$ cat config.mk
export PLATFORM = sky130hd
export DESIGN_NAME = touch_filter_press_tracker
export DESIGN_NICKNAME = d
export VERILOG_FILES = /design/src/hw/rtl/tfpt_pkg.sv /design/src/hw/rtl/tfpt_ctrl.sv /design/src/hw/rtl/tfpt_dp.sv /design/src/hw/rtl/touch_filter_press_tracker.sv
export SDC_FILE = /design/constraint.sdc
export NUM_CORES = 2
export LEC_CHECK = 0
export ABC_AREA = 1
export BUFFER_PORTS_ARGS = -buffer_cell sky130_fd_sc_hd__buf_2
export CORE_MARGIN = 8
export CORE_UTILIZATION = 65
export DETAILED_ROUTE_END_ITERATION = 6
export PLACE_DENSITY = 0.83
export SYNTH_ARGS = -nofsm -noshare
export SYNTH_HDL_FRONTEND = slang
export SYNTH_HIERARCHICAL = 1
export SYNTH_SLANG_ARGS = --single-unit
$ cat constraint.sdc
create_clock -name clk -period 21.1 [get_ports clk]
set_input_delay 1.055 -clock clk [delete_from_list [all_inputs] [get_ports clk]]
set_output_delay 1.055 -clock clk [all_outputs]
set_load 0.01 [all_outputs]
$ cat src/hw/rtl/tfpt_pkg.sv
// Shared constants, codes and types of the touch press tracker.
// Used by the controller, the datapath, the top level and the checker.
package tfpt_pkg;

	localparam int SAMPLES_PER_GROUP = 5;
	localparam int TRIM_EACH_END     = 1;
	localparam int ADC_BITS          = 12;

	localparam int TRIM_EFF = (2 * TRIM_EACH_END >= SAMPLES_PER_GROUP) ?
		(SAMPLES_PER_GROUP - 1) / 2 : TRIM_EACH_END;
	localparam int KEEP_CNT = SAMPLES_PER_GROUP - 2 * TRIM_EFF;
	localparam int KEEP_LOG = $clog2(KEEP_CNT);
	localparam int SUM_W    = ADC_BITS + KEEP_LOG;
	localparam int DIV_SH   = SUM_W + KEEP_LOG;
	localparam int DIV_W    = DIV_SH + 1;
	localparam int MPROD_W  = SUM_W + DIV_W;
	localparam logic [DIV_W-1:0] DIV_MUL =
		DIV_W'(((64'd1 << DIV_SH) + 64'(KEEP_CNT) - 64'd1) / 64'(KEEP_CNT));

	localparam int POS_W  = $clog2(SAMPLES_PER_GROUP);
	localparam int RANK_W = $clog2(SAMPLES_PER_GROUP + 1);
	localparam int GROUPS = 4;
	localparam int GRP_W  = 2;

	localparam int COORD_W    = 16;
	localparam int GAIN_W     = 22;
	localparam int OFFSET_W   = 16;
	localparam int ERANGE_W   = 12;
	localparam int FRAC_BITS  = 20;
	localparam int CFG_DATA_W = 22;
	localparam int CFG_IDX_W  = 3;

	localparam int PROD_W    = GAIN_W + ADC_BITS + 1;
	localparam int OFFS_SH_W = OFFSET_W + FRAC_BITS;
	localparam int SCALE_W   = ((PROD_W > OFFS_SH_W) ? PROD_W : OFFS_SH_W) + 1;

	localparam logic [COORD_W-1:0]  IDLE_COORD     = 16'hFFFF;
	localparam logic [GAIN_W-1:0]   X_GAIN_RESET   = 22'd68917;
	localparam logic [OFFSET_W-1:0] X_OFFSET_RESET = 16'hFFF4;
	localparam logic [GAIN_W-1:0]   Y_GAIN_RESET   = 22'd93503;
	localparam logic [OFFSET_W-1:0] Y_OFFSET_RESET = 16'hFFF1;
	localparam logic [ERANGE_W-1:0] ERANGE_RESET   = 12'd50;

	typedef logic [ADC_BITS-1:0] adc_t;
	typedef logic [COORD_W-1:0]  coord_t;

	typedef enum logic [1:0] {
		OP_SAMPLE = 2'd0,
		OP_PENUP  = 2'd1,
		OP_ACK    = 2'd2
	} op_t;

	typedef enum logic [CFG_IDX_W-1:0] {
		CFG_MODE     = 3'd0,
		CFG_X_GAIN   = 3'd1,
		CFG_X_OFFSET = 3'd2,
		CFG_Y_GAIN   = 3'd3,
		CFG_Y_OFFSET = 3'd4,
		CFG_ERANGE   = 3'd5
	} cfg_idx_t;

	typedef enum logic [3:0] {
		ST_IDLE,
		ST_RANK,
		ST_SUM,
		ST_MEAN,
		ST_CHECK,
		ST_MULX,
		ST_MULY,
		ST_FIN,
		ST_UPDATE,
		ST_EMIT
	} state_t;

	typedef struct packed {
		logic             store;
		logic             penup;
		logic             ack;
		logic             rank;
		logic             sum;
		logic             mean;
		logic             check;
		logic             mulx;
		logic             muly;
		logic             fin;
		logic             update;
		logic             load;
		logic [POS_W-1:0] pos;
		logic [GRP_W-1:0] grp;
	} cmd_t;

endpackage

$ cat src/hw/rtl/tfpt_ctrl.sv
// Sequencer of the touch press tracker: sample counters, scan steps and output valid.
// Depends on tfpt_pkg; drives the datapath through a cmd_t bundle.
module tfpt_ctrl (
	input  logic                  clk,
	input  logic                  arst_n,
	input  logic                  in_valid,
	output logic                  in_stall,
	input  logic [1:0]            operation,
	output logic                  out_valid,
	input  logic                  out_stall,
	output tfpt_pkg::cmd_t        cmd
);
	import tfpt_pkg::*;

	state_t           state_q, state_d;
	logic [POS_W-1:0] pos_q, pos_d;
	logic [GRP_W-1:0] grp_q, grp_d;
	logic             out_valid_q, out_valid_d;

	always_ff @(posedge clk or negedge arst_n) begin
		if (!arst_n) begin
			state_q     <= ST_IDLE;
			pos_q       <= '0;
			grp_q       <= '0;
			out_valid_q <= 1'b0;
		end else begin
			state_q     <= state_d;
			pos_q       <= pos_d;
			grp_q       <= grp_d;
			out_valid_q <= out_valid_d;
		end
	end

	always_comb begin
		state_d = state_q;
		pos_d   = pos_q;
		grp_d   = grp_q;
		cmd     = '0;
		cmd.pos = pos_q;
		cmd.grp = grp_q;
		unique case (state_q)
			ST_IDLE: begin
				if (in_valid) begin
					unique case (op_t'(operation))
						OP_SAMPLE: begin
							cmd.store = 1'b1;
							if (pos_q == POS_W'(SAMPLES_PER_GROUP - 1)) begin
								pos_d   = '0;
								state_d = ST_RANK;
							end else begin
								pos_d = pos_q + 1'b1;
							end
						end
						OP_PENUP: begin
							cmd.penup = 1'b1;
							pos_d     = '0;
							grp_d     = '0;
							state_d   = ST_EMIT;
						end
						OP_ACK: begin
							cmd.ack = 1'b1;
						end
						default: begin
						end
					endcase
				end
			end
			ST_RANK: begin
				cmd.rank = 1'b1;
				state_d  = ST_SUM;
			end
			ST_SUM: begin
				cmd.sum = 1'b1;
				state_d = ST_MEAN;
			end
			ST_MEAN: begin
				cmd.mean = 1'b1;
				if (grp_q == GRP_W'(GROUPS - 1)) begin
					grp_d   = '0;
					state_d = ST_CHECK;
				end else begin
					grp_d   = grp_q + 1'b1;
					state_d = ST_IDLE;
				end
			end
			ST_CHECK: begin
				cmd.check = 1'b1;
				state_d   = ST_MULX;
			end
			ST_MULX: begin
				cmd.mulx = 1'b1;
				state_d  = ST_MULY;
			end
			ST_MULY: begin
				cmd.muly = 1'b1;
				state_d  = ST_FIN;
			end
			ST_FIN: begin
				cmd.fin = 1'b1;
				state_d = ST_UPDATE;
			end
			ST_UPDATE: begin
				cmd.update = 1'b1;
				state_d    = ST_EMIT;
			end
			ST_EMIT: begin
				if (!out_valid_q || !out_stall) begin
					cmd.load = 1'b1;
					state_d  = ST_IDLE;
				end
			end
			default: begin
				state_d = ST_IDLE;
			end
		endcase
		if (cmd.load) begin
			out_valid_d = 1'b1;
		end else begin
			out_valid_d = out_valid_q && out_stall;
		end
	end

	assign in_stall  = (state_q != ST_IDLE);
	assign out_valid = out_valid_q;

endmodule

$ cat src/hw/rtl/tfpt_dp.sv
// Datapath of the touch press tracker: sample buffer, trimmed mean, checks,
// scaling, press state, configuration registers and the output register. Depends on tfpt_pkg.
module tfpt_dp (
	input  logic                          clk,
	input  logic                          arst_n,
	input  tfpt_pkg::cmd_t                cmd,
	input  tfpt_pkg::adc_t                sample,
	input  logic                          cfg_write,
	input  logic [tfpt_pkg::CFG_IDX_W-1:0]  cfg_index,
	input  logic [tfpt_pkg::CFG_DATA_W-1:0] cfg_data,
	output logic                          pressed,
	output logic                          caught,
	output logic                          read_ok,
	output tfpt_pkg::coord_t              x_coord,
	output tfpt_pkg::coord_t              y_coord,
	output tfpt_pkg::coord_t              first_x,
	output tfpt_pkg::coord_t              first_y
);
	import tfpt_pkg::*;

	logic                       mode_q;
	logic signed [GAIN_W-1:0]   x_gain_q, y_gain_q;
	logic signed [OFFSET_W-1:0] x_offset_q, y_offset_q;
	logic [ERANGE_W-1:0]        erange_q;

	adc_t                    buf_q [SAMPLES_PER_GROUP];
	logic [RANK_W-1:0]       rank_c [SAMPLES_PER_GROUP];
	logic [SAMPLES_PER_GROUP-1:0] keep_c, keep_q;
	logic [SUM_W-1:0]        sum_c, sum_q;
	logic [MPROD_W-1:0]      mprod_c;
	adc_t                    mean_c;
	adc_t                    x1_q, y1_q, x2_q, y2_q;

	adc_t                    dx_c, dy_c;
	logic                    ok_q;
	adc_t                    avg_x_q, avg_y_q;

	logic signed [GAIN_W-1:0]   mul_gain_c;
	logic signed [ADC_BITS:0]   mul_avg_c;
	logic signed [PROD_W-1:0]   prod_s1;
	logic signed [OFFSET_W-1:0] off_sel_c;
	logic signed [SCALE_W-1:0]  sc_t_c, sc_adj_c;
	coord_t                     scaled_c, scaled_x_q, scaled_y_q;

	logic                    pressed_q, caught_q;
	coord_t                  cur_x_q, cur_y_q, first_x_q, first_y_q;
	coord_t                  new_x_c, new_y_c;

	logic                    out_pressed_q, out_caught_q, out_ok_q;
	coord_t                  out_x_q, out_y_q, out_fx_q, out_fy_q;

	always_ff @(posedge clk or negedge arst_n) begin
		if (!arst_n) begin
			mode_q     <= 1'b0;
			x_gain_q   <= X_GAIN_RESET;
			x_offset_q <= X_OFFSET_RESET;
			y_gain_q   <= Y_GAIN_RESET;
			y_offset_q <= Y_OFFSET_RESET;
			erange_q   <= ERANGE_RESET;
		end else if (cfg_write) begin
			unique case (cfg_idx_t'(cfg_index))
				CFG_MODE:     mode_q     <= cfg_data[0];
				CFG_X_GAIN:   x_gain_q   <= cfg_data[GAIN_W-1:0];
				CFG_X_OFFSET: x_offset_q <= cfg_data[OFFSET_W-1:0];
				CFG_Y_GAIN:   y_gain_q   <= cfg_data[GAIN_W-1:0];
				CFG_Y_OFFSET: y_offset_q <= cfg_data[OFFSET_W-1:0];
				CFG_ERANGE:   erange_q   <= cfg_data[ERANGE_W-1:0];
				default: begin
				end
			endcase
		end
	end

	always_ff @(posedge clk) begin
		if (cmd.store) begin
			buf_q[cmd.pos] <= sample;
		end
	end

	// A sample's rank is its place in sorted order, ties broken by slot.
	always_comb begin
		for (int i = 0; i < SAMPLES_PER_GROUP; i++) begin
			rank_c[i] = '0;
			for (int j = 0; j < SAMPLES_PER_GROUP; j++) begin
				if (j != i && (buf_q[j] < buf_q[i] || (buf_q[j] == buf_q[i] && j < i))) begin
					rank_c[i] = rank_c[i] + 1'b1;
				end
			end
			keep_c[i] = (rank_c[i] >= RANK_W'(TRIM_EFF)) &&
				(rank_c[i] < RANK_W'(SAMPLES_PER_GROUP - TRIM_EFF));
		end
	end

	always_comb begin
		sum_c = '0;
		for (int i = 0; i < SAMPLES_PER_GROUP; i++) begin
			if (keep_q[i]) begin
				sum_c = sum_c + SUM_W'(buf_q[i]);
			end
		end
	end

	// Division by the kept count as a multiply by its rounded-up reciprocal.
	assign mprod_c = MPROD_W'(sum_q) * MPROD_W'(DIV_MUL);
	assign mean_c  = mprod_c[DIV_SH +: ADC_BITS];

	always_ff @(posedge clk) begin
		if (cmd.rank) begin
			keep_q <= keep_c;
		end
		if (cmd.sum) begin
			sum_q <= sum_c;
		end
		if (cmd.mean) begin
			unique case (cmd.grp)
				2'd0: x1_q <= mean_c;
				2'd1: y1_q <= mean_c;
				2'd2: x2_q <= mean_c;
				2'd3: y2_q <= mean_c;
			endcase
		end
	end

	assign dx_c = (x1_q > x2_q) ? x1_q - x2_q : x2_q - x1_q;
	assign dy_c = (y1_q > y2_q) ? y1_q - y2_q : y2_q - y1_q;

	always_ff @(posedge clk) begin
		if (cmd.check) begin
			avg_x_q <= ADC_BITS'(({1'b0, x1_q} + {1'b0, x2_q}) >> 1);
			avg_y_q <= ADC_BITS'(({1'b0, y1_q} + {1'b0, y2_q}) >> 1);
		end
	end

	// One shared multiplier: X product first, then Y.
	assign mul_gain_c = cmd.muly ? y_gain_q : x_gain_q;
	assign mul_avg_c  = cmd.muly ? signed'({1'b0, avg_y_q}) : signed'({1'b0, avg_x_q});
	assign off_sel_c  = cmd.fin ? y_offset_q : x_offset_q;

	// Add the offset, then shift right rounding toward zero.
	assign sc_t_c   = SCALE_W'(prod_s1) + (SCALE_W'(off_sel_c) <<< FRAC_BITS);
	assign sc_adj_c = sc_t_c + (sc_t_c[SCALE_W-1] ?
		SCALE_W'((64'd1 << FRAC_BITS) - 64'd1) : SCALE_W'(0));
	assign scaled_c = sc_adj_c[FRAC_BITS +: COORD_W];

	always_ff @(posedge clk) begin
		if (cmd.mulx || cmd.muly) begin
			prod_s1 <= PROD_W'(mul_gain_c) * PROD_W'(mul_avg_c);
		end
		if (cmd.muly) begin
			scaled_x_q <= scaled_c;
		end
		if (cmd.fin) begin
			scaled_y_q <= scaled_c;
		end
	end

	assign new_x_c = !ok_q ? cur_x_q : (mode_q ? COORD_W'(avg_x_q) : scaled_x_q);
	assign new_y_c = !ok_q ? cur_y_q : (mode_q ? COORD_W'(avg_y_q) : scaled_y_q);

	always_ff @(posedge clk or negedge arst_n) begin
		if (!arst_n) begin
			ok_q      <= 1'b0;
			pressed_q <= 1'b0;
			caught_q  <= 1'b0;
			cur_x_q   <= '0;
			cur_y_q   <= '0;
			first_x_q <= '0;
			first_y_q <= '0;
		end else begin
			if (cmd.check) begin
				ok_q <= (dx_c < erange_q) && (dy_c < erange_q);
			end
			if (cmd.update) begin
				cur_x_q <= new_x_c;
				cur_y_q <= new_y_c;
				if (!pressed_q) begin
					pressed_q <= 1'b1;
					caught_q  <= 1'b1;
					first_x_q <= new_x_c;
					first_y_q <= new_y_c;
				end
			end
			if (cmd.penup) begin
				ok_q <= 1'b0;
				if (pressed_q) begin
					pressed_q <= 1'b0;
				end else begin
					first_x_q <= '0;
					first_y_q <= '0;
					cur_x_q   <= IDLE_COORD;
					cur_y_q   <= IDLE_COORD;
				end
			end
			if (cmd.ack) begin
				caught_q <= 1'b0;
			end
		end
	end

	always_ff @(posedge clk) begin
		if (cmd.load) begin
			out_pressed_q <= pressed_q;
			out_caught_q  <= caught_q;
			out_ok_q      <= ok_q;
			out_x_q       <= cur_x_q;
			out_y_q       <= cur_y_q;
			out_fx_q      <= first_x_q;
			out_fy_q      <= first_y_q;
		end
	end

	assign pressed = out_pressed_q;
	assign caught  = out_caught_q;
	assign read_ok = out_ok_q;
	assign x_coord = out_x_q;
	assign y_coord = out_y_q;
	assign first_x = out_fx_q;
	assign first_y = out_fy_q;

endmodule

$ cat src/hw/rtl/touch_filter_press_tracker.sv
// Touch press tracker: takes one sample beat per cycle while a group of five
// fills; the end of each of the first three groups then holds the input for
// the rank, sum and mean steps, and the end of the fourth group for rank, sum,
// mean, check, two multiplies on one shared multiplier, final scale, update and
// output load, which waits while a held result is stalled. A full scan is
// twenty samples. A pen-up beat holds the input until its result is loaded
// into the output register; an acknowledge beat never holds it.
// A result waits in the output register while new input beats are taken.
// Depends on tfpt_pkg, tfpt_ctrl and tfpt_dp.
module touch_filter_press_tracker (
	input  logic                          clk,
	input  logic                          arst_n,
	input  logic                          in_valid,
	output logic                          in_stall,
	input  logic [1:0]                    operation,
	input  tfpt_pkg::adc_t                sample,
	output logic                          out_valid,
	input  logic                          out_stall,
	output logic                          pressed,
	output logic                          caught,
	output logic                          read_ok,
	output tfpt_pkg::coord_t              x_coord,
	output tfpt_pkg::coord_t              y_coord,
	output tfpt_pkg::coord_t              first_x,
	output tfpt_pkg::coord_t              first_y,
	input  logic                          cfg_write,
	input  logic [tfpt_pkg::CFG_IDX_W-1:0]  cfg_index,
	input  logic [tfpt_pkg::CFG_DATA_W-1:0] cfg_data
);
	import tfpt_pkg::*;

	cmd_t cmd;

	tfpt_ctrl u_ctrl (
		.clk       (clk),
		.arst_n    (arst_n),
		.in_valid  (in_valid),
		.in_stall  (in_stall),
		.operation (operation),
		.out_valid (out_valid),
		.out_stall (out_stall),
		.cmd       (cmd)
	);

	tfpt_dp u_dp (
		.clk       (clk),
		.arst_n    (arst_n),
		.cmd       (cmd),
		.sample    (sample),
		.cfg_write (cfg_write),
		.cfg_index (cfg_index),
		.cfg_data  (cfg_data),
		.pressed   (pressed),
		.caught    (caught),
		.read_ok   (read_ok),
		.x_coord   (x_coord),
		.y_coord   (y_coord),
		.first_x   (first_x),
		.first_y   (first_y)
	);

endmodule

==> results.cfg <==
[status]
status = complete, but fails checks
violations = design-rule violations

[sta]
maxSlewViolCount = 0
grt_setup_unrepaired = false
fin_crit_ps = 8370
relSlewSlack_pct = 12.7
period_share_pct = 39.7
layout_setup_ws_ps = 12730
fmax_mhz = 119
finalHoldViolCount = 0
worst_slew_pin_slew_ps = 1300
finClkSkew_ps = 37.7
setup_tns_ps = 0
setup_viol = 0

[placed_design]
place.gp.congestion = 0.981
hpwl_um = 83700
numPortBuffers = 112
pre_cts_ws_ps = 13000

[logic_synthesis]
async_flop_share_pct = 36.8
ys_top_cells_by_count = 836 x inv_1, 786 x nand2_1, 478 x ha_1, 339 x nor2_1, 305 x fa_1
synth_sequential_area_ratio_pct = 31.4
yosysMostFrequentCell = inv_1
synth_top_area_cell = edfxtp_1
synth_edf_count = 285
synth_area_um2 = 40700
synth_top_area_share_pct = 21.0
syn-num-nets = 5470
synth.top_cells.by_area = edfxtp_1 21%, fa_1 15%, ha_1 15%
syn_inst = 4643
syn_avg_cell_area_um2 = 8.77
ys_types = 60
yosysWarningCount = 6
synth_ff_type = edfxtp_1
ys_ff_latch = 451

[clock_network]
cts_buffers = 48
cts_setup_buffers = 0
cts_tree = built
clock_path_buffers = 3
cts-root-buf = clkbuf_16
clk_latency_ps = 610
cts_sinks = 451
holdBufCountCts = 0
post_cts_resized = 0
clk_pin_slew_worst_paths_ps = 70
cts_max_level = 2

[hold_path]
hold_path.class = reg2reg

[floorplanning]
rows = 91
die_x_um = 266
floorplan.die_area_um2 = 70900
coreArea_um2 = 61800
die_y_um = 266
boundaryPins = 113
start_util_pct = 65.8

[worst_setup_path]
crit_required_ps = 21450
crit_type = reg2reg
reg2reg_setup_slack_ps = 12730
critPathMaxFanout = 52
arrival_ps = 8720
startpoint_type = flip-flop
crit_path_end_kind = flip-flop

[detailed_routing]
drt_iter0_drc = 2896
routed-via-count = 32500
wl_per_cell_um = 19.0
wirelength_um = 107000
first_pass_iters = 7
via_per_inst = 5.78
route.antenna.remaining_nets = 0
drc = 1

[cells_and_area]
drive_gt1_share_pct = 8.41
nFillCells = 4612
final_nets = 5569
multi_input_area_um2 = 24400
seqCellArea_um2 = 12800
syn_to_final_growth_pct = 8.12

[flow_run]
drv_cap = 0

[grt]
grt_usage_pct = 30.1
first_global_vias = 32800
antenna_found_initial = 4
overflow = 0
grt_max_degree = 87
grt_first_pass_wirelength_um = 171000
logic make-up (layout without fill, tap and decap cells):
| family | count (synthesis) | in the layout | share of synthesized area (%) |
|---|---|---|---|
| and+or+nand+nor | 1516 | 1516 | 15.7 |
| buffers and inverters | 951 | 1090 | 8.87 |
| adders and majority gates | 783 | 783 | 29.7 |
| AOI/OAI and AO/OA | 774 | 774 | 10.6 |
| DFF | 451 | 451 | 31.4 |
| xor gates and xnor gates | 146 | 146 | 3.16 |
| muxes | 22 | 22 | 0.605 |
| other | 0 | 3 | 0 |
cells in the final DEF, fill, tap and decap left out, types with 50 or more instances in the layout:
cell and instances:
inv_1 836, edfxtp_1 285, nor3_1 50, ha_1 478
nor2_1 335, fa_1 305, a21oi_1 294, nand2_1 786
o21ai_0 283, xor2_1 108, dfrtp_1 116, buf_2 111
nand3_1 196
worst paths after layout:
kind / startpoint / to / cells after the start
worst min-delay path: u_dp/first_y_q[4] / u_dp/first_y[4] / 0
worst max-delay path: u_ctrl/state_q[3] / u_dp/prod_s1[32] / 26
max in group asynchronous: arst_n / u_dp/ok_q / 2
min in group asynchronous: arst_n / u_dp/cur_y_q[15] / 1
worst max register to register: u_ctrl/state_q[3] / u_dp/prod_s1[32] / 26
worst min register to register: u_dp/first_y_q[4] / u_dp/first_y[4] / 0
stage by stage:
stage / hold WS, ps / std cells / cell area, um2 / util, %
detailed placement: 426 / 5529 / 42300 / 68.4
floorplan: 420 / 4643 / 40700 / -
CTS: 440 / 5619 / 44000 / 71.2
global placement: 427 / 5529 / 42300 / 68.4
global route: 453 / 5619 / 44000 / 71.2
finish: 441 / 5622 / 44000 / 71.2
sequential cells by signal, summed over array words and instances, names as in the netlist, 12 cells and up:
signal / cells
u_dp/first_y_q: 16
u_dp/x2_q: 12
u_dp/sum_q: 14
u_dp/y2_q: 12
u_dp/y_offset_q: 16
u_dp/x1_q: 12
u_dp/scaled_x_q: 16
u_dp/avg_x_q: 12
u_dp/y1_q: 12
u_dp/buf_q: 60
u_dp/cur_y_q: 16
u_dp/y_coord: 16
u_dp/x_gain_q: 22
u_dp/first_x_q: 16
u_dp/first_x: 16
u_dp/first_y: 16
u_dp/x_offset_q: 16
u_dp/cur_x_q: 16
u_dp/prod_s1: 35
u_dp/x_coord: 16
u_dp/y_gain_q: 22
u_dp/erange_q: 12
u_dp/scaled_y_q: 16
u_dp/avg_y_q: 12
layout make-up:
type                       count  share of cell area, %
timing repair buffer         149                   1.92
multi-input combinational   3241                   55.4
clock buffer                  60                   2.93
sequential                   451                   29.0
clock inverter                30                   1.02
tap                          837                   2.38
antenna                        3                 0.0171
inverter                     851                   7.26
worst max-delay path, cell delays in order (launching register included):
cell	delay [ps]
dfrtp_1	440
nor2_1	220
inv_1	150
nor2_4	100
buf_4	580
inv_1	110
buf_4	250
or2_2	290
o21ai_0	280
clkinv_1	710
nand2_1	280
fa_1	440
fa_1	510
fa_1	520
fa_1	540
inv_1	50
fa_1	470
ha_1	400
a21oi_1	260
o21ai_0	130
a21oi_1	150
nand3_1	180
nand2_1	110
nand3_1	110
a21boi_0	420
o21ai_0	220
xor2_1	180
routing by layer:
metal  part of all wire [%]  GRT usage, %  wire length (um)
met1                     39          38.2             41900
met2                     47          50.4             50400
met3                    7.9          4.54              8430
met4                    5.4          14.8              5780
met5                  0.012             0                13
Power is not shown: default switching activity piles up to over one toggle a cycle in this logic, so the estimate is an artifact.
